--- src/rtl/assert_macros.svh ---
// ----------------------------------------------------------------------------
// assert_macros.svh
// Assertion helpers shared by the RTL: clocked properties on clk, muted in
// reset.
// ----------------------------------------------------------------------------
`ifndef ASSERT_MACROS_SVH
`define ASSERT_MACROS_SVH

// Check a property at every rising edge of clk while out of reset
`define ASSERT_CLK(label, prop, msg) \
  label: assert property (@(posedge clk) disable iff (rst) (prop)) else $error(msg);

// Check that a trigger is followed in the next cycle by a consequence
`define ASSERT_NEXT(label, trig, cons, msg) \
  label: assert property (@(posedge clk) disable iff (rst) (trig) |=> (cons)) else $error(msg);

`endif

--- src/rtl/dmc_ram.sv ---
// ----------------------------------------------------------------------------
// dmc_ram
// Generic single-write, single-read synchronous RAM with registered read data.
// ----------------------------------------------------------------------------
module dmc_ram #(
  parameter int WIDTH = 32,
  parameter int DEPTH = 64
) (
  input  logic                     clk,
  input  logic                     we,
  input  logic [$clog2(DEPTH)-1:0] waddr,
  input  logic [WIDTH-1:0]         wdata,
  input  logic [$clog2(DEPTH)-1:0] raddr,
  output logic [WIDTH-1:0]         rdata
);

  logic [WIDTH-1:0] mem [DEPTH];

  // Write port
  always_ff @(posedge clk) begin
    if (we) begin
      mem[waddr] <= wdata;
    end
  end

  // Registered read port
  always_ff @(posedge clk) begin
    rdata <= mem[raddr];
  end

endmodule

--- config.mk ---
export PLATFORM = sky130hd
export DESIGN_NAME = dmc_ram
export DESIGN_NICKNAME = d
export VERILOG_FILES = /design/src/rtl/assert_macros.svh /design/src/rtl/dmc_ram.sv
export SDC_FILE = /design/constraint.sdc
export NUM_CORES = 2
export LEC_CHECK = 0
export ABC_AREA = 1
export BUFFER_PORTS_ARGS = -buffer_cell sky130_fd_sc_hd__clkbuf_2
export CORE_AREA = 4 4 460 462
export CTS_BUF_LIST = sky130_fd_sc_hd__clkbuf_4
export DETAILED_ROUTE_END_ITERATION = 7
export DIE_AREA = 0 0 464 466
export GPL_TIMING_DRIVEN = 0
export PLACE_DENSITY_LB_ADDON = 0.1
export SETUP_SLACK_MARGIN = 0.02
export SLEW_MARGIN = 5
export SYNTH_ARGS = -nofsm -noshare
export SYNTH_HDL_FRONTEND = slang
export SYNTH_SLANG_ARGS = --single-unit
--- constraint.sdc ---
create_clock -name clk -period 4 [get_ports clk]
set_input_delay 0.2 -clock clk [delete_from_list [all_inputs] [get_ports clk]]
set_output_delay 0.2 -clock clk [all_outputs]
set_load 0.03 [all_outputs]
== Word-level counts from Yosys, hierarchy flattened ==
Memory sizes are Yosys's and may differ from the RTL's. A register that Yosys moved wholly into a read port is not among the register bits.
Cells that the tools add are included.

* Muxes and demuxes: 2

{| class="wikitable"
|+ Operators with widths
! operator !! count
|-
| two-way mux 1 bit || 2
|}

* Memory bits (writable): 2048
* Output and inout bits: 32
* Logic and storage cells: 3
* Memories kept: 1
* Register bits: 0

{| class="wikitable"
|+ Memory list
! name !! depth !! bits a word !! read ports !! clocked after Yosys merged registers in !! write ports !! RTL line !! text
|-
| mem || 64 || 32 || 1 || 1 || 1 || dmc_ram.sv:17 || <nowiki>logic [WIDTH-1:0] mem [DEPTH];</nowiki>
|}

== Depth between registers and ports, before layout ==
* Depth after elaboration: 2
* Mapped depth: 13
* Depth with buffers taken out: 9

== Worst setup path before layout ==
Ideal clock, no wire load.

* Kind: input port to flip-flop
* From: in we
* To: mem mem[48][0], enable pin
* Stages on the path: 3
* Library setup time: 0.502 ns
* Arrival time: 3.828 ns
* Setup slack: -0.330 ns
* Cells stage by stage: clkbuf_1 -> nand4_1 -> nor4_1

* Longest elaborated chain between the ends: 2

{| class="wikitable"
|+ Ends and longest elaborated chain
! item !! RTL line !! text
|-
| from (decl) || dmc_ram.sv:10 || <nowiki>input logic we,</nowiki>
|-
| two-way mux 1 bit || dmc_ram.sv:21 || <nowiki>if (we) begin</nowiki>
|-
| two-way mux 1 bit (not written as such) || dmc_ram.sv:22 || <nowiki>mem[waddr] <= wdata;</nowiki>
|-
| to (decl) || dmc_ram.sv:17 ||
|}

No other way between the ends.

== Final worst setup path ==
* From: in waddr[1]
* To: mem mem[44][19], enable pin

{| class="wikitable"
|+ RTL lines
! item !! RTL line !! text
|-
| from (decl) || dmc_ram.sv:11 || <nowiki>input logic [$clog2(DEPTH)-1:0] waddr,</nowiki>
|}

Straight into the memory's write port.

==> impl_metrics.py <==
metrics = {
    "sta": {
        "hold_viol_final": 0,
        "fin_worst_skew_ns": 0.0742,
        "tightest_slew_ns": 1.44,
        "final-setup-viol-count": 0,
        "post-route-period-util": 0.686,
        "slew_headroom": 0.0376,
        "max_clock_freq_mhz": 365,
        "tns_ns": 0,
        "rsz0062_at_grt": "false",
        "final_max_slew_viol_count": 0,
        "hold_ws_ns": 0.140,
        "period_needed_ns": 2.74,
    },
    "routing": {
        "ant_nets": 0,
        "routed_wirelength_mm": 370,
        "drc": 0,
        "routed-via-count": 62960,
        "drtIter0Drc": 9081,
        "first_pass_iters": 7,
        "via_per_inst": 5.77,
        "routedWlPerCell_um": 33.9,
    },
    "synthesis": {
        "synth_area_um2": 82700,
        "yosys.area.top_type": "edfxtp_1",
        "synth_compound_area_frac": 0,
        "synth_edf_count": 2048,
        "ys_seq_area_frac": 0.751,
        "synth_adder_area_share": 0,
        "synth-simple-area-share": 0.221,
        "synth.top_cells.by_count": "nand2_1 (2248), edfxtp_1 (2048), nand3_1 (1907), buf_2 (282), clkbuf_1 (77)",
        "synthesis.nets": 6815,
        "synth-xor-area-share": 0,
        "avgSynthCellArea_um2": 12.2,
        "synthDistinctLibCells": 16,
        "synthTopCellsByArea": "edfxtp_1 (74%), nand3_1 (12%), nand2_1 (10%)",
        "ys_ff_latch": 2080,
        "synth.most_common_cell": "nand2_1",
        "synthFlopType": "edfxtp_1",
        "synth_mux_area_frac": 0,
        "synthArstFlopShare": 0,
        "synthCells": 6769,
        "netlist.area_leader.share": 0.743,
        "ys_warn_count": 0,
        "synth_top_family_by_area": "simple AND/OR/NAND/NOR gates",
    },
    "final_layout": {
        "finalNonFillerCells": 10917,
        "fin_nets": 7771,
        "final_cell_area_um2": 99000,
        "drive_gt1_frac": 0.196,
        "syn2layout_area_growth_pct": 19.7,
        "fillers": 18956,
    },
    "floorplanning": {
        "row_count": 167,
        "die_h_um": 466,
        "dieArea_um2": 216000,
        "fp.dieW_um": 464,
        "initial_core_util": 0.400,
        "coreArea_um2": 207000,
        "io_pins": 78,
    },
    "clocking": {
        "clk_latency_ns": 1.47,
        "clkSinkCount": 2080,
        "cts_resized": 0,
        "clk_pin_slew_ns": 0.06,
        "cts.path.max_buffers": 4,
        "htree_levels": 6,
        "numCtsBuffers": 584,
        "cts_tree": "yes",
        "cts-root-buf": "clkbuf_4",
    },
    "place": {
        "placed_cells": 9823,
        "portBuffers": 69,
        "place_area_um2": 90700,
        "dp_hpwl_mm": 258,
        "place.gp.congestion": 0.979,
    },
    "grt": {
        "grt_max_degree": 62,
        "grt_pass1_vias": 58203,
        "grt.total_usage": 0.334,
        "grt_remaining_overflow": 0,
        "grt_pass1_wl_mm": 492,
        "antenna_found_initial": 32,
    },
    "run": {
        "drv_cap": 0,
    },
    "power": {
        "power_mw": 47.5,
        "pwr-share-comb": 0.085,
        "p_sw_mw": 12.4,
        "p_int_mw": 35.1,
        "clkPwrFrac": 0.407,
        "p_seq_frac": 0.508,
        "ir_drop_v": 0.000335,
        "power_density_nw_per_um2": 480,
        "leakagePower_nw": 36.2,
        "p_sw_frac": 0.261,
    },
    "worst_setup_path": {
        "r2r-start": "mem[25][15]$_DFFE_PP_",
        "cp-startpoint": "waddr[1]",
        "cp_data_required_time_ns": 5.06,
        "critPathMaxFanout": 13,
        "cp-start-kind": "primary input",
        "cp.arrival_ns": 3.80,
        "worstSetupEndpoint": "mem[44][19]$_DFFE_PP_",
        "worstSetupEndpointType": "register",
        "rr_endpoint": "rdata[15]$_DFF_P_",
        "ff2ff_path_depth": 8,
        "criticalPathCategory": "primary input to register",
        "r2r_slack_ns": 1.95,
    },
    "outcome": {
        "status": "completed",
    },
    "worst_hold_path": {
        "hp-class": "primary input to register",
    },
}
cell families (layout without fill, tap and decap cells):
logic type    after synthesis  after routing
simple gates             4228           4228
other cells                 0             30
flops                    2080           2080
buf+inv                   461           1791
how the worst min path moves through the flow:
stage,start,to,slack [ns],cells after the start
floorplan,wdata[0],mem[0][0]$_DFFE_PP_,0.30,0
CTS,waddr[0],mem[48][23]$_DFFE_PP_,0.01,3
global placement,rdata[21]$_DFF_P_,rdata[21],0.65,1
global route,raddr[5],rdata[5]$_DFF_P_,0.08,4
detailed placement,wdata[31],mem[4][31]$_DFFE_PP_,0.49,1
finish,waddr[0],mem[48][23]$_DFFE_PP_,0.14,3
cells in the final DEF, fill, tap and decap left out:
master and instances:
buf_1 39, buf_12 84, buf_16 63, buf_2 283, buf_4 110, buf_6 9, buf_8 3, bufinv_16 5
clkbuf_1 73, clkbuf_2 41, clkbuf_4 898, clkinv_1 63, clkinv_2 10, clkinv_4 3, clkinvlp_4 1, dfxtp_1 32
diode_2 30, dlygate4sd3_1 82, edfxtp_1 2048, inv_1 9, inv_2 14, inv_4 1, nand2_1 2248, nand3_1 1907
nand4_1 9, nor2_4 56, nor4_2 8
worst max-delay path: stages:
cell	delay (ns)
dlygate4sd3_1	0.56
clkbuf_1	0.25
inv_1	0.33
nand4_1	0.78
nor2_4	1.15
buf_12	0.28
buf_16	0.19
sequential cells by signal (all words and copies together) (netlist names):
signal and count:
rdata 32, mem 2048
layer usage:
layer  part of all wire  vias to the layer above  track usage
li1                   -                    26483            -
met4              0.053                       12        0.166
met5            0.00023                        -            0
met2               0.45                     4013        0.518
met1               0.39                    31652        0.440
met3               0.11                      800       0.0843
repair_timing:
action,in CTS,in global routing
hold buffers,104,0
buffers inserted,0,0
endpoints found under the hold margin,2393,0
power groups by stage:
| stage | sequential [mW] | combinational [mW] | clock, mW |
|---|---|---|---|
| 3_3_place_gp | 24.7 | 3.57 | 0 |
| 6_report | 24.2 | 4.05 | 19.3 |
| 4_1_cts | 24.2 | 3.94 | 19.5 |
| 3_5_place_dp | 24.6 | 3.77 | 0 |
| 2_1_floorplan | 24.7 | 1.48 | 0 |
| 5_1_grt | 24.2 | 4.14 | 20.7 |
per-stage QoR:
step	worst slack, ns	utilization
after floorplan	-0.330	-
after global placement	-8.43	0.418
after detailed placement	0.152	0.438
final	1.26	0.478
after global routing	1.31	0.478
after CTS	1.50	0.478
area by class of cell:
cell class                 instances  area [um^2]  share of cell area
sequential                      2080        62100               0.627
multi-input combinational       4228        18800               0.190
clock buffer                     866         6500              0.0657
timing repair buffer             370         5230              0.0528
tap                             2788         3490              0.0352
buffer                           449         2260              0.0228
clock inverter                    94          515             0.00521
antenna                           30         75.1            0.000758
inverter                          12         47.5            0.000480
Note: power is estimated with default switching activity, not from simulation.
